==> config.mk <==
export PLATFORM = sky130hd
export DESIGN_NAME = line_rho_leader_clustering_unit
export DESIGN_NICKNAME = d
export VERILOG_FILES = /design/src/hdl/lrlc_pkg.sv /design/src/hdl/lrlc_ram.sv /design/src/hdl/lrlc_div.sv /design/src/hdl/lrlc_dp.sv /design/src/hdl/lrlc_ctrl.sv /design/src/hdl/line_rho_leader_clustering_unit.sv
export SDC_FILE = /design/constraint.sdc
export NUM_CORES = 2
export LEC_CHECK = 0
export ABC_CLOCK_PERIOD_IN_PS = 7130
export BUFFER_PORTS_ARGS = -buffer_cell sky130_fd_sc_hd__buf_2
export CORE_UTILIZATION = 45
export CTS_CLUSTER_SIZE = 24
export DETAILED_ROUTE_END_ITERATION = 10
export GPL_ROUTABILITY_DRIVEN = 0
export PLACE_DENSITY_LB_ADDON = 0.2
export REMOVE_ABC_BUFFERS = 1
export SYNTH_ARGS = -nofsm -noshare
export SYNTH_HDL_FRONTEND = slang
export SYNTH_SLANG_ARGS = --single-unit
==> constraint.sdc <==
create_clock -name clk_i -period 7.13 [get_ports clk_i]
set_input_delay 1.0695 -clock clk_i [delete_from_list [all_inputs] [get_ports clk_i]]
set_output_delay 1.0695 -clock clk_i [all_outputs]
set_load 0.05 [all_outputs]
==> src/hdl/lrlc_pkg.sv <==
package lrlc_pkg;

  localparam int unsigned MAX_CLUSTERS = 64;
  localparam int unsigned IDX_W        = (MAX_CLUSTERS > 1) ? $clog2(MAX_CLUSTERS) : 1;
  localparam int unsigned CNT_W        = $clog2(MAX_CLUSTERS + 1);

  localparam int unsigned VAL_W  = 16;
  localparam int unsigned NUM_W  = 2 * VAL_W + 1;
  localparam int unsigned DEN_W  = VAL_W + 1;
  localparam int unsigned STEP_W = $clog2(VAL_W + 1);

  localparam logic [VAL_W-1:0] DELTA_RESET = 16'd160;
  localparam logic [VAL_W-1:0] CNT_MAX     = '1;

  typedef struct packed {
    logic [VAL_W-1:0] line_rho;
    logic [VAL_W-1:0] line_theta;
    logic             frame_end;
  } in_word_t;

  typedef struct packed {
    logic [VAL_W-1:0] mean_rho;
    logic [VAL_W-1:0] mean_theta;
    logic             last_cluster;
    logic             overflowed;
  } out_word_t;

  typedef struct packed {
    logic [VAL_W-1:0] rho;
    logic [VAL_W-1:0] theta;
    logic [VAL_W-1:0] cnt;
  } entry_t;

  typedef struct packed {
    logic             ld_item;
    logic             cap_entry;
    logic             mul_theta;
    logic             mul_go;
    logic             div_start;
    logic             cap_rho;
    logic             cap_theta;
    logic             ram_we;
    logic             wr_new;
    logic [IDX_W-1:0] ram_waddr;
    logic [IDX_W-1:0] ram_raddr;
    logic             out_load;
    logic             out_last;
    logic             out_ovf;
  } cmd_t;

  typedef struct packed {
    logic match;
    logic div_busy;
    logic out_free;
    logic frame_end;
  } status_t;

endpackage

==> src/hdl/lrlc_ram.sv <==
module lrlc_ram #(
  parameter int unsigned WIDTH = 48,
  parameter int unsigned DEPTH = 64
) (
  input  logic                                      clk_i,
  input  logic                                      we_i,
  input  logic [((DEPTH > 1) ? $clog2(DEPTH) : 1)-1:0] waddr_i,
  input  logic [WIDTH-1:0]                          wdata_i,
  input  logic [((DEPTH > 1) ? $clog2(DEPTH) : 1)-1:0] raddr_i,
  output logic [WIDTH-1:0]                          rdata_o
);

  logic [WIDTH-1:0] mem_q [DEPTH];

  always_ff @(posedge clk_i) begin
    if (we_i) begin
      mem_q[waddr_i] <= wdata_i;
    end
    rdata_o <= mem_q[raddr_i];
  end

endmodule

==> src/hdl/lrlc_div.sv <==
module lrlc_div (
  input  logic                        clk_i,
  input  logic                        rst_ni,
  input  logic                        start_i,
  input  logic [lrlc_pkg::NUM_W-1:0]  num_i,
  input  logic [lrlc_pkg::DEN_W-1:0]  den_i,
  output logic                        busy_o,
  output logic [lrlc_pkg::VAL_W-1:0]  quot_o
);

  logic                        busy_q, busy_d;
  logic [lrlc_pkg::STEP_W-1:0] step_q, step_d;
  logic [lrlc_pkg::DEN_W-1:0]  rem_q, rem_d;
  logic [lrlc_pkg::VAL_W-1:0]  lo_q, lo_d;
  logic [lrlc_pkg::DEN_W-1:0]  den_q, den_d;
  logic [lrlc_pkg::DEN_W:0]    trial;
  logic                        qbit;

  // quotient is known to fit VAL_W bits, so the top half starts below den
  always_comb begin
    trial  = {rem_q, lo_q[lrlc_pkg::VAL_W-1]};
    qbit   = (trial >= {1'b0, den_q});
    busy_d = busy_q;
    step_d = step_q;
    rem_d  = rem_q;
    lo_d   = lo_q;
    den_d  = den_q;
    if (start_i) begin
      busy_d = 1'b1;
      step_d = lrlc_pkg::STEP_W'(lrlc_pkg::VAL_W);
      rem_d  = num_i[lrlc_pkg::NUM_W-1:lrlc_pkg::VAL_W];
      lo_d   = num_i[lrlc_pkg::VAL_W-1:0];
      den_d  = den_i;
    end else if (busy_q) begin
      rem_d  = qbit ? lrlc_pkg::DEN_W'(trial - {1'b0, den_q})
                    : trial[lrlc_pkg::DEN_W-1:0];
      lo_d   = {lo_q[lrlc_pkg::VAL_W-2:0], qbit};
      step_d = step_q - 1'b1;
      if (step_q == lrlc_pkg::STEP_W'(1)) begin
        busy_d = 1'b0;
      end
    end
  end

  always_ff @(posedge clk_i or negedge rst_ni) begin
    if (!rst_ni) begin
      busy_q <= 1'b0;
      step_q <= '0;
    end else begin
      busy_q <= busy_d;
      step_q <= step_d;
    end
  end

  always_ff @(posedge clk_i) begin
    rem_q <= rem_d;
    lo_q  <= lo_d;
    den_q <= den_d;
  end

  assign busy_o = busy_q;
  assign quot_o = lo_q;

endmodule

==> src/hdl/lrlc_dp.sv <==
module lrlc_dp (
  input  logic                       clk_i,
  input  logic                       rst_ni,
  input  lrlc_pkg::in_word_t         in_data_i,
  input  logic                       cfg_valid_i,
  input  logic [lrlc_pkg::VAL_W-1:0] cfg_data_i,
  input  lrlc_pkg::cmd_t             cmd_i,
  output lrlc_pkg::status_t          status_o,
  output logic                       out_valid_o,
  input  logic                       out_ready_i,
  output lrlc_pkg::out_word_t        out_data_o
);

  lrlc_pkg::in_word_t         item_q;
  lrlc_pkg::entry_t           ent_q;
  lrlc_pkg::entry_t           rdata;
  lrlc_pkg::entry_t           wdata;
  lrlc_pkg::out_word_t        out_q, out_d;
  logic [lrlc_pkg::VAL_W-1:0] delta_q;
  logic [lrlc_pkg::NUM_W-1:0] num_q, num_d;
  logic [lrlc_pkg::DEN_W-1:0] den_q;
  logic [lrlc_pkg::VAL_W-1:0] new_rho_q, new_theta_q;
  logic [lrlc_pkg::VAL_W-1:0] mul_mean, mul_x, diff, cnt_inc, quot;
  logic                       out_valid_q, out_valid_d;
  logic                       div_busy;

  lrlc_ram #(
    .WIDTH($bits(lrlc_pkg::entry_t)),
    .DEPTH(lrlc_pkg::MAX_CLUSTERS)
  ) u_ram (
    .clk_i  (clk_i),
    .we_i   (cmd_i.ram_we),
    .waddr_i(cmd_i.ram_waddr),
    .wdata_i(wdata),
    .raddr_i(cmd_i.ram_raddr),
    .rdata_o(rdata)
  );

  lrlc_div u_div (
    .clk_i  (clk_i),
    .rst_ni (rst_ni),
    .start_i(cmd_i.div_start),
    .num_i  (num_q),
    .den_i  (den_q),
    .busy_o (div_busy),
    .quot_o (quot)
  );

  always_comb begin
    diff     = (item_q.line_rho >= rdata.rho) ? item_q.line_rho - rdata.rho
                                              : rdata.rho - item_q.line_rho;
    mul_mean = cmd_i.mul_theta ? ent_q.theta : ent_q.rho;
    mul_x    = cmd_i.mul_theta ? item_q.line_theta : item_q.line_rho;
    num_d    = lrlc_pkg::NUM_W'(mul_mean) * lrlc_pkg::NUM_W'(ent_q.cnt)
             + lrlc_pkg::NUM_W'(mul_x);
    cnt_inc  = (ent_q.cnt == lrlc_pkg::CNT_MAX) ? ent_q.cnt : ent_q.cnt + 1'b1;
    if (cmd_i.wr_new) begin
      wdata = '{rho: item_q.line_rho, theta: item_q.line_theta,
                cnt: lrlc_pkg::VAL_W'(1)};
    end else begin
      wdata = '{rho: new_rho_q, theta: new_theta_q, cnt: cnt_inc};
    end
    out_valid_d = out_valid_q;
    out_d       = out_q;
    if (out_valid_q && out_ready_i) begin
      out_valid_d = 1'b0;
    end
    if (cmd_i.out_load) begin
      out_valid_d = 1'b1;
      out_d = '{mean_rho: rdata.rho, mean_theta: rdata.theta,
                last_cluster: cmd_i.out_last, overflowed: cmd_i.out_ovf};
    end
  end

  always_ff @(posedge clk_i or negedge rst_ni) begin
    if (!rst_ni) begin
      out_valid_q <= 1'b0;
      delta_q     <= lrlc_pkg::DELTA_RESET;
    end else begin
      out_valid_q <= out_valid_d;
      if (cfg_valid_i) begin
        delta_q <= cfg_data_i;
      end
    end
  end

  always_ff @(posedge clk_i) begin
    out_q <= out_d;
    if (cmd_i.ld_item) begin
      item_q <= in_data_i;
    end
    if (cmd_i.cap_entry) begin
      ent_q <= rdata;
    end
    if (cmd_i.mul_go) begin
      num_q <= num_d;
      den_q <= {1'b0, ent_q.cnt} + 1'b1;
    end
    if (cmd_i.cap_rho) begin
      new_rho_q <= quot;
    end
    if (cmd_i.cap_theta) begin
      new_theta_q <= quot;
    end
  end

  assign status_o = '{match: (diff < delta_q), div_busy: div_busy,
                      out_free: (!out_valid_q || out_ready_i),
                      frame_end: item_q.frame_end};
  assign out_valid_o = out_valid_q;
  assign out_data_o  = out_q;

endmodule

==> src/hdl/lrlc_ctrl.sv <==
module lrlc_ctrl (
  input  logic              clk_i,
  input  logic              rst_ni,
  input  logic              in_valid_i,
  output logic              in_ready_o,
  input  lrlc_pkg::status_t status_i,
  output lrlc_pkg::cmd_t    cmd_o
);

  localparam logic [3:0] S_IDLE = 4'd0;
  localparam logic [3:0] S_SRD  = 4'd1;
  localparam logic [3:0] S_SCMP = 4'd2;
  localparam logic [3:0] S_MULR = 4'd3;
  localparam logic [3:0] S_DSR  = 4'd4;
  localparam logic [3:0] S_DWR  = 4'd5;
  localparam logic [3:0] S_MULT = 4'd6;
  localparam logic [3:0] S_DST  = 4'd7;
  localparam logic [3:0] S_DWT  = 4'd8;
  localparam logic [3:0] S_UPD  = 4'd9;
  localparam logic [3:0] S_NEW  = 4'd10;
  localparam logic [3:0] S_ERD  = 4'd11;
  localparam logic [3:0] S_ELD  = 4'd12;

  logic [3:0]                 state_q, state_d;
  logic [lrlc_pkg::CNT_W-1:0] idx_q, idx_d;
  logic [lrlc_pkg::CNT_W-1:0] n_q, n_d;
  logic                       drop_q, drop_d;
  logic [lrlc_pkg::CNT_W-1:0] idx_nxt;

  always_comb begin
    idx_nxt    = idx_q + 1'b1;
    state_d    = state_q;
    idx_d      = idx_q;
    n_d        = n_q;
    drop_d     = drop_q;
    in_ready_o = 1'b0;
    cmd_o      = '0;
    cmd_o.ram_raddr = idx_q[lrlc_pkg::IDX_W-1:0];
    cmd_o.ram_waddr = idx_q[lrlc_pkg::IDX_W-1:0];
    unique case (state_q)
      S_IDLE: begin
        in_ready_o = 1'b1;
        if (in_valid_i) begin
          cmd_o.ld_item = 1'b1;
          idx_d   = '0;
          state_d = (n_q == '0) ? S_NEW : S_SRD;
        end
      end
      S_SRD: begin
        state_d = S_SCMP;
      end
      S_SCMP: begin
        // next entry is fetched while this one is compared
        cmd_o.ram_raddr = idx_nxt[lrlc_pkg::IDX_W-1:0];
        if (status_i.match) begin
          cmd_o.cap_entry = 1'b1;
          state_d = S_MULR;
        end else if (idx_nxt == n_q) begin
          state_d = S_NEW;
        end else begin
          idx_d = idx_nxt;
        end
      end
      S_MULR: begin
        cmd_o.mul_go = 1'b1;
        state_d = S_DSR;
      end
      S_DSR: begin
        cmd_o.div_start = 1'b1;
        state_d = S_DWR;
      end
      S_DWR: begin
        if (!status_i.div_busy) begin
          cmd_o.cap_rho = 1'b1;
          state_d = S_MULT;
        end
      end
      S_MULT: begin
        cmd_o.mul_theta = 1'b1;
        cmd_o.mul_go    = 1'b1;
        state_d = S_DST;
      end
      S_DST: begin
        cmd_o.div_start = 1'b1;
        state_d = S_DWT;
      end
      S_DWT: begin
        if (!status_i.div_busy) begin
          cmd_o.cap_theta = 1'b1;
          state_d = S_UPD;
        end
      end
      S_UPD: begin
        cmd_o.ram_we = 1'b1;
        idx_d   = '0;
        state_d = status_i.frame_end ? S_ERD : S_IDLE;
      end
      S_NEW: begin
        cmd_o.ram_waddr = n_q[lrlc_pkg::IDX_W-1:0];
        if (n_q < lrlc_pkg::CNT_W'(lrlc_pkg::MAX_CLUSTERS)) begin
          cmd_o.ram_we = 1'b1;
          cmd_o.wr_new = 1'b1;
          n_d = n_q + 1'b1;
        end else begin
          drop_d = 1'b1;
        end
        idx_d   = '0;
        state_d = status_i.frame_end ? S_ERD : S_IDLE;
      end
      S_ERD: begin
        state_d = S_ELD;
      end
      S_ELD: begin
        if (status_i.out_free) begin
          cmd_o.out_load = 1'b1;
          cmd_o.out_last = (idx_nxt == n_q);
          cmd_o.out_ovf  = drop_q;
          if (idx_nxt == n_q) begin
            n_d     = '0;
            drop_d  = 1'b0;
            state_d = S_IDLE;
          end else begin
            idx_d   = idx_nxt;
            state_d = S_ERD;
          end
        end
      end
      default: begin
        state_d = S_IDLE;
      end
    endcase
  end

  always_ff @(posedge clk_i or negedge rst_ni) begin
    if (!rst_ni) begin
      state_q <= S_IDLE;
      idx_q   <= '0;
      n_q     <= '0;
      drop_q  <= 1'b0;
    end else begin
      state_q <= state_d;
      idx_q   <= idx_d;
      n_q     <= n_d;
      drop_q  <= drop_d;
    end
  end

  a_n_bound: assert property (@(posedge clk_i) disable iff (!rst_ni)
    n_q <= lrlc_pkg::CNT_W'(lrlc_pkg::MAX_CLUSTERS))
    else $error("cluster count beyond table depth");

  a_load_free: assert property (@(posedge clk_i) disable iff (!rst_ni)
    cmd_o.out_load |-> status_i.out_free)
    else $error("output register overwritten");

  a_frame_clear: assert property (@(posedge clk_i) disable iff (!rst_ni)
    (cmd_o.out_load && cmd_o.out_last) |=> (n_q == '0 && !drop_q))
    else $error("table not cleared after frame");

  a_quot_ready: assert property (@(posedge clk_i) disable iff (!rst_ni)
    (cmd_o.cap_rho || cmd_o.cap_theta) |-> !status_i.div_busy)
    else $error("quotient taken while divider busy");

  a_emit_range: assert property (@(posedge clk_i) disable iff (!rst_ni)
    cmd_o.out_load |-> (idx_q < n_q))
    else $error("emit index outside table");

endmodule

==> src/hdl/line_rho_leader_clustering_unit.sv <==
// Leader clustering of (rho, theta) lines: a line joins the first cluster, in creation
// order, whose mean rho lies strictly within delta_rho, updating the running means;
// otherwise it opens a cluster, or is dropped with the overflow flag set when all
// MAX_CLUSTERS are used. The frame_end word drains every cluster in order, then clears.
// One word at a time: the time a line takes is set by the one-per-cycle table read over
// the clusters that it scans and, for a line that joins a cluster, by the 16-step shared
// divider run twice; a frame end reads and emits each cluster in turn, waiting on any
// output stall. Input is taken while the last result still waits in the output
// register.
module line_rho_leader_clustering_unit (
  input  logic                       clk_i,
  input  logic                       rst_ni,
  input  logic                       in_valid_i,
  output logic                       in_ready_o,
  input  lrlc_pkg::in_word_t         in_data_i,
  output logic                       out_valid_o,
  input  logic                       out_ready_i,
  output lrlc_pkg::out_word_t        out_data_o,
  input  logic                       cfg_valid_i,
  output logic                       cfg_ready_o,
  input  logic [lrlc_pkg::VAL_W-1:0] cfg_data_i
);

  lrlc_pkg::cmd_t    cmd;
  lrlc_pkg::status_t status;

  lrlc_ctrl u_ctrl (
    .clk_i     (clk_i),
    .rst_ni    (rst_ni),
    .in_valid_i(in_valid_i),
    .in_ready_o(in_ready_o),
    .status_i  (status),
    .cmd_o     (cmd)
  );

  lrlc_dp u_dp (
    .clk_i      (clk_i),
    .rst_ni     (rst_ni),
    .in_data_i  (in_data_i),
    .cfg_valid_i(cfg_valid_i),
    .cfg_data_i (cfg_data_i),
    .cmd_i      (cmd),
    .status_o   (status),
    .out_valid_o(out_valid_o),
    .out_ready_i(out_ready_i),
    .out_data_o (out_data_o)
  );

  assign cfg_ready_o = 1'b1;

endmodule
; ---- Yosys cells after proc, flatten, opt, wreduce, memory -nomap -nowiden
; Memories as Yosys holds them, arrays and structs flattened. A register that Yosys moved wholly into a read port is not among the register bits.
; Index checks and enable logic that the tools add are counted.
[totals]
out_inout_bits = 37
reg_bits = 289
word_cells = 140
ram_bits = 3072
in_bits = 54
n_memories = 1
[mem_list]
columns = name, words, word_bits, read_ports, rd_clocked_by_memory_dff, write_ports, line_no
row1 = u_dp.u_ram.mem_q, 64, 48, 1, 1, 1, lrlc_ram.sv:13  ; logic [WIDTH-1:0] mem_q [DEPTH];
[classes]
reduce_logical = 17
n_eq_ne = 24
n_lt_le_gt_ge = 4
n_mux = 59
addsub = 9
n_mul = 1
[ops]
columns = op, count
row1 = $mux W16, 6
row2 = $mux W7, 8
row3 = $mux W17, 3
row4 = $mux W48, 1
row5 = $pmux W4 S12, 1
row6 = $mux W4, 9
row7 = $add A32 B16 Y33, 1
row8 = $mul A16 B16 Y32, 1
row9 = $sub A16 B16 Y16, 2
row10 = $pmux W7 S4, 1
row11 = $mux W1, 21
row12 = $eq A4 B4 Y1 const B, 5
row13 = $ge A18 B17 Y1, 1
row14 = $add A16 B1 Y17 const B, 1
row15 = $sub A17 B17 Y17, 1
row16 = $add A16 B1 Y16 const B, 1
row17 = $eq A16 B16 Y1 const B, 1
row18 = $eq A4 B3 Y1 const B, 4
row19 = $ge A16 B16 Y1, 1
row20 = $lt A16 B16 Y1, 1
row21 = $add A7 B1 Y7 const B, 2
row22 = $pmux W7 S2, 1
row23 = $ne A2 B2 Y1 const B, 6
row24 = $reduce_and A4 Y1, 3
row25 = 23 further kinds, 32

; ---- Longest topological paths before layout
[logic_depth]
ltp_word = 5
depth_mapped = 28
depth_no_buf = 26

; ---- Cells and area by module
; From an unflattened synthesis, not the netlist that was laid out.
[hier_totals]
hier_cells = 7228
hier_area_um2 = 141102.8
[modules_own_cells]
columns = mod, n_inst, cells_per_inst, seq_area_each_um2, area_each_um2
row1 = lrlc_ram, 1, 4970, 93209.4, 117117.3
row2 = lrlc_dp, 1, 1750, 6343.6, 18924.4
row3 = lrlc_div, 1, 291, 1651.6, 3315.7
row4 = lrlc_ctrl, 1, 215, 475.5, 1734.2
row5 = line_rho_leader_clustering_unit, 1, 2, 0.0, 11.3

; ---- Worst setup path before layout
; Ideal clock, no wire load.
[synth_timing]
path_type = register to register
from = register u_ctrl.state_q[0]
to = register u_dp.num_q[30] (netlist name) (data pin)
required_ns = 6.995
slack_ns = -0.327
path_buffers = 4
path_stages_with_launch = 29
t_arrival_ns = 7.322
period_less_slack_ns = 7.457
setup_ns = 0.135
cell_sequence = dfrtp_1 buf_2 nand2b_1 buf_4 nor2_1 clkbuf_1 mux2_2 clkbuf_1 nand2_1 fa_1 inv_1 fa_1 inv_1 fa_1 inv_1 fa_1 fa_1 inv_1 fa_1 inv_1 ha_1 a21o_1 a2111oi_0 nor3_1 a22oi_1 nand2_1 o41ai_1 mux2_2 nand3_1
[synth_via]
elab_chain_len = 5
word_cells_on_any_way = 6
cone_classes = add/sub (1) / mul (1) / eq/ne (1) / mux (3)
[synth_lines]
columns = element, line_no
row1 = "start, declared", lrlc_ctrl.sv:24  ; logic [3:0] state_q, state_d;
row2 = "start signal, assigned", lrlc_ctrl.sv:141  ; state_q <= state_d;
row3 = $eq A4 B3 Y1 (*), lrlc_ctrl.sv:40  ; unique case (state_q)
row4 = $mux W1 (*), lrlc_ctrl.sv:40
row5 = $mux W16, lrlc_dp.sv:52  ; mul_mean = cmd_i.mul_theta ? ent_q.theta : ent_q.rho;
row6 = $mul A16 B16 Y32, lrlc_dp.sv:54  ; num_d = lrlc_pkg::NUM_W'(mul_mean) * lrlc_pkg::NUM_W'(ent_q.cnt)
row7 = $add A32 B16 Y33 (*), lrlc_dp.sv:55  ; + lrlc_pkg::NUM_W'(mul_x);
row8 = via u_dp.num_d (one bit), lrlc_dp.sv:20  ; logic [lrlc_pkg::NUM_W-1:0] num_q, num_d;
row9 = "end signal, assigned", lrlc_dp.sv:96  ; num_q <= num_d;
row10 = "end, declared", lrlc_dp.sv:20
; Mark *: on every way through the listed nets, which the timed path passes. The rest lies on a longest branch.
; A chain may end at the register's enable or synchronous reset.

; ---- Worst setup path in the final report
[layout_timing]
from = register u_ctrl.state_q[3]
to = register u_dp.num_q[26] (netlist name) (data pin)
; Same word-level chain as after synthesis.

==> results.md <==
- Result of the run: complete, no violations
- CP startpoint kind: register
- Clock slew seen by the registers of the worst setup and hold paths: 0.06 ns
- Most common library cells after synthesis: edfxtp_1 (3319), mux4_2 (768), nand2_1 (567), inv_1 (374), clkbuf_1 (245)
- Final Util: 51.7%
- Routed via count: 73.7k
- Period Utilization, post-route: 97.4%
- Worst hold path type: in -> async
- Worst skew pair latency: 0.94 ns
- Number of DRC violations after detailed-routing iteration 0: 9038
- Detailed Place HPWL: 236 mm
- Core footprint: 0.310 mm^2
- Number of different library cells in the post-synthesis netlist: 70
- Final worst-path setup slack: 0.182 ns
- Pre-CTS setup slack: 0.0900 ns
- Endpoint arrival time on the critical path: 7.59 ns
- Endpoint required time on the critical path: 7.77 ns
- Total standard cell area after synthesis: 0.140 mm^2
- Effective utilization at floorplan: 45.4%
- Buffers added on ports: 89
- Fmax: about 140 MHz
- CTS H-tree depth: 5
- Most instantiated library cell after synthesis: edfxtp_1
- Net count of the finished layout: between 8k and 9k
- Width of the chip: 561 um
- Count of warnings emitted by yosys: 0
- Fin. max-slew vios: 0
- Number of enable flip-flop cells after synthesis: 3319
- Period minus WS final: between 6 and 7 ns
- Tightest Pin Transition: 1.38 ns
- Syn-to-layout area delta: 14.0%
- Via count of the first global-routing pass: around 74k
- Instance count of the mapped netlist: 7332
- DIE AREA: between 0.3 and 0.4 mm^2
- Total area of sequential cells: 0.102 mm^2
- Std cell rows: 204
- Area of combinational cells with multiple inputs: 0.0369 mm^2
- Area leader, netlist: edfxtp_1
- GRT Residual Overflow: 0
- Skew final: 0.0742 ns
- Cts-stage hold buffer count: 0
- Buffer cell driving the clock tree root: clkbuf_16
- Share of the synthesized area in the top cell type: 70.9%
- Mean post-synth cell area: approximately 19 um^2
- Count of max-cap constraint violations: 0
- Routed Antenna Nets: 0
- Length of the first detailed-routing pass in iterations: 6
- Die height: 561 um
- Share of the yosys chip area belonging to registers: between 70% and 80%
- Gr usage total: 24.9%
- Final design instance area without fill: 0.160 mm^2
- CTS tree: yes
- Flops & latches, synth: 3409
- Fillers: 24.4k
- Wire length of the first global-routing pass: ~560 mm
- Maximum fanout count along the critical path: 7
- DR DRC count: 0
- Post-route insts no fill: 12.1k
- Largest net degree at the start of global routing: 117
- Setup-violating endpoint count in the final report: 0
- Normalized max-slew margin: under 10%
- TritonCTS Buffers: approximately 360
- Sinks on Clock Net: 3409
- Worst setup EP type: register
- Antenna violations before repair: 26
- Total wire length after detailed routing: 395 mm
- Worst-case clock buffer depth: 4
- Dominant cells by area after synthesis: edfxtp_1 (71%), mux4_2 (12%), fa_1 (3.0%)
- Share of cells above drive strength 1: 23.5%
- Instance count after placement with tap cells included: 11.5k
- Kind of critical path: reg -> reg
- Number of failing hold endpoints at the final stage: 0
- Num ports: 91
- Routed length per instance: between 30 and 40 um
- Fraction of registers with async set or reset after synthesis: 1.23%
- Area post-placement: 0.148 mm^2
- Vias per cell: just over 6
- Most frequently used flop master after synthesis: edfxtp_1
## cells in the final DEF (no fill, tap or decap), types with 66 or more instances in the layout
cell and count:
edfxtp_1 3319, mux4_2 768, nand2_1 549, inv_1 372, clkbuf_16 361, buf_4 255
fa_1 210, a22oi_1 196, ha_1 175, nand3_1 135, mux2i_1 118, and2_1 117
a32oi_1 96, buf_2 89, a21oi_1 84, nor2_1 84, nor2_4 74, clkinv_2 74
clkbuf_1 71, o21ai_0 70, clkinv_1 66
## final cells by class
cell class	count	share of cell area (%)
clock inverter	209	1.27
clock buffer	441	5.88
sequential	3409	63.5
inverter	375	0.879
timing repair buffer	405	2.23
tap	4120	3.22
antenna	6	0.00937
multi-input combinational	3169	23.0
## flip-flops by register name, indices dropped and copies added (netlist names)
register            cells
u_dp.u_div.rem_q       17
u_ctrl.n_q              7
u_dp.new_theta_q       16
u_ctrl.drop_q           1
u_dp.delta_q           16
u_dp.u_ram.mem_q     3072
u_dp.new_rho_q         16
u_dp.u_ram.rdata_o     48
u_dp.den_q             17
u_dp.u_div.busy_o       1
u_dp.u_div.step_q       5
u_dp.u_div.den_q       17
u_dp.out_valid_o        1
u_dp.ent_q             48
u_ctrl.idx_q            7
u_dp.out_data_o        34
u_dp.item_q            32
u_ctrl.state_q          4
u_dp.status_o           1
u_dp.u_div.quot_o      16
u_dp.num_q             33
## repair_timing
item | in CTS | in global routing
resized for setup | 0 | 41
buffers inserted | 0 | 6
endpoints found under the setup margin | 0 | 10
## layer usage
metal / track usage, % / vias to the layer above / wire [um]
met3: 4.23 / 550 / 33400
met4: 6.18 / 14 / 10100
met5: 0 / - / 98
li1: - / 30000 / -
met1: 35.5 / 39800 / 162000
met2: 40.1 / 3372 / 189000
## stage by stage
step / hold slack, ns / setup TNS, ns
final: 0.304 / 0
after global routing: 0.275 / -0.0684
after CTS: 0.241 / 0
after detailed placement: 0.405 / 0
after global placement: 0.400 / 0
after floorplan: 0.386 / -3292.44
## worst paths after layout
path	endpoint	cells after the start	slack [ns]	start
max reg2reg	u_dp.num_q[26]	26	0.18	u_ctrl.state_q[3]
max in group asynchronous	u_ctrl.idx_q[0]	1	6.17	rst_ni
max	u_dp.num_q[26]	26	0.18	u_ctrl.state_q[3]
min	u_dp.delta_q[10]	1	0.30	rst_ni
min reg2reg	u_dp.ent_q[12]	0	0.39	u_dp.u_ram.rdata_o[12]
min in group clk_i	u_dp.item_q[8]	1	0.30	in_data_i[8]
## worst max-delay path, stage by stage (launching register included)
cell	delay, ns
dfrtp_1	0.39
inv_2	0.08
nand2_2	0.07
nor2_4	0.17
buf_12	0.14
clkbuf_16	0.15
mux2_4	0.36
buf_6	0.15
and2_1	0.17
fa_1	0.55
fa_1	0.43
fa_1	0.51
fa_1	0.43
fa_1	0.49
inv_1	0.04
fa_1	0.47
inv_1	0.04
ha_1	0.18
a2111o_1	0.44
a2111oi_4	0.31
nor3_2	0.09
a22oi_1	0.17
nand2_1	0.14
buf_4	0.17
or2_2	0.28
a21oi_2	0.16
xnor2_1	0.07
## kinds of logic (layout without fill, tap and decap cells)
family          Yosys count  count (layout)  synth area share (%)
xor+xnor                 91              91                 0.567
simple gates           1159            1159                  3.83
mux                     908             908                  13.3
fa+ha+maj               393             393                  4.64
compound gates          617             617                  3.10
other cells               1               7               0.00267
flops                  3409            3409                  72.4
buf+inv                 754            1430                  2.15
Power is not shown: default switching activity piles up to over one toggle a cycle in this logic, so the estimate is an artifact.
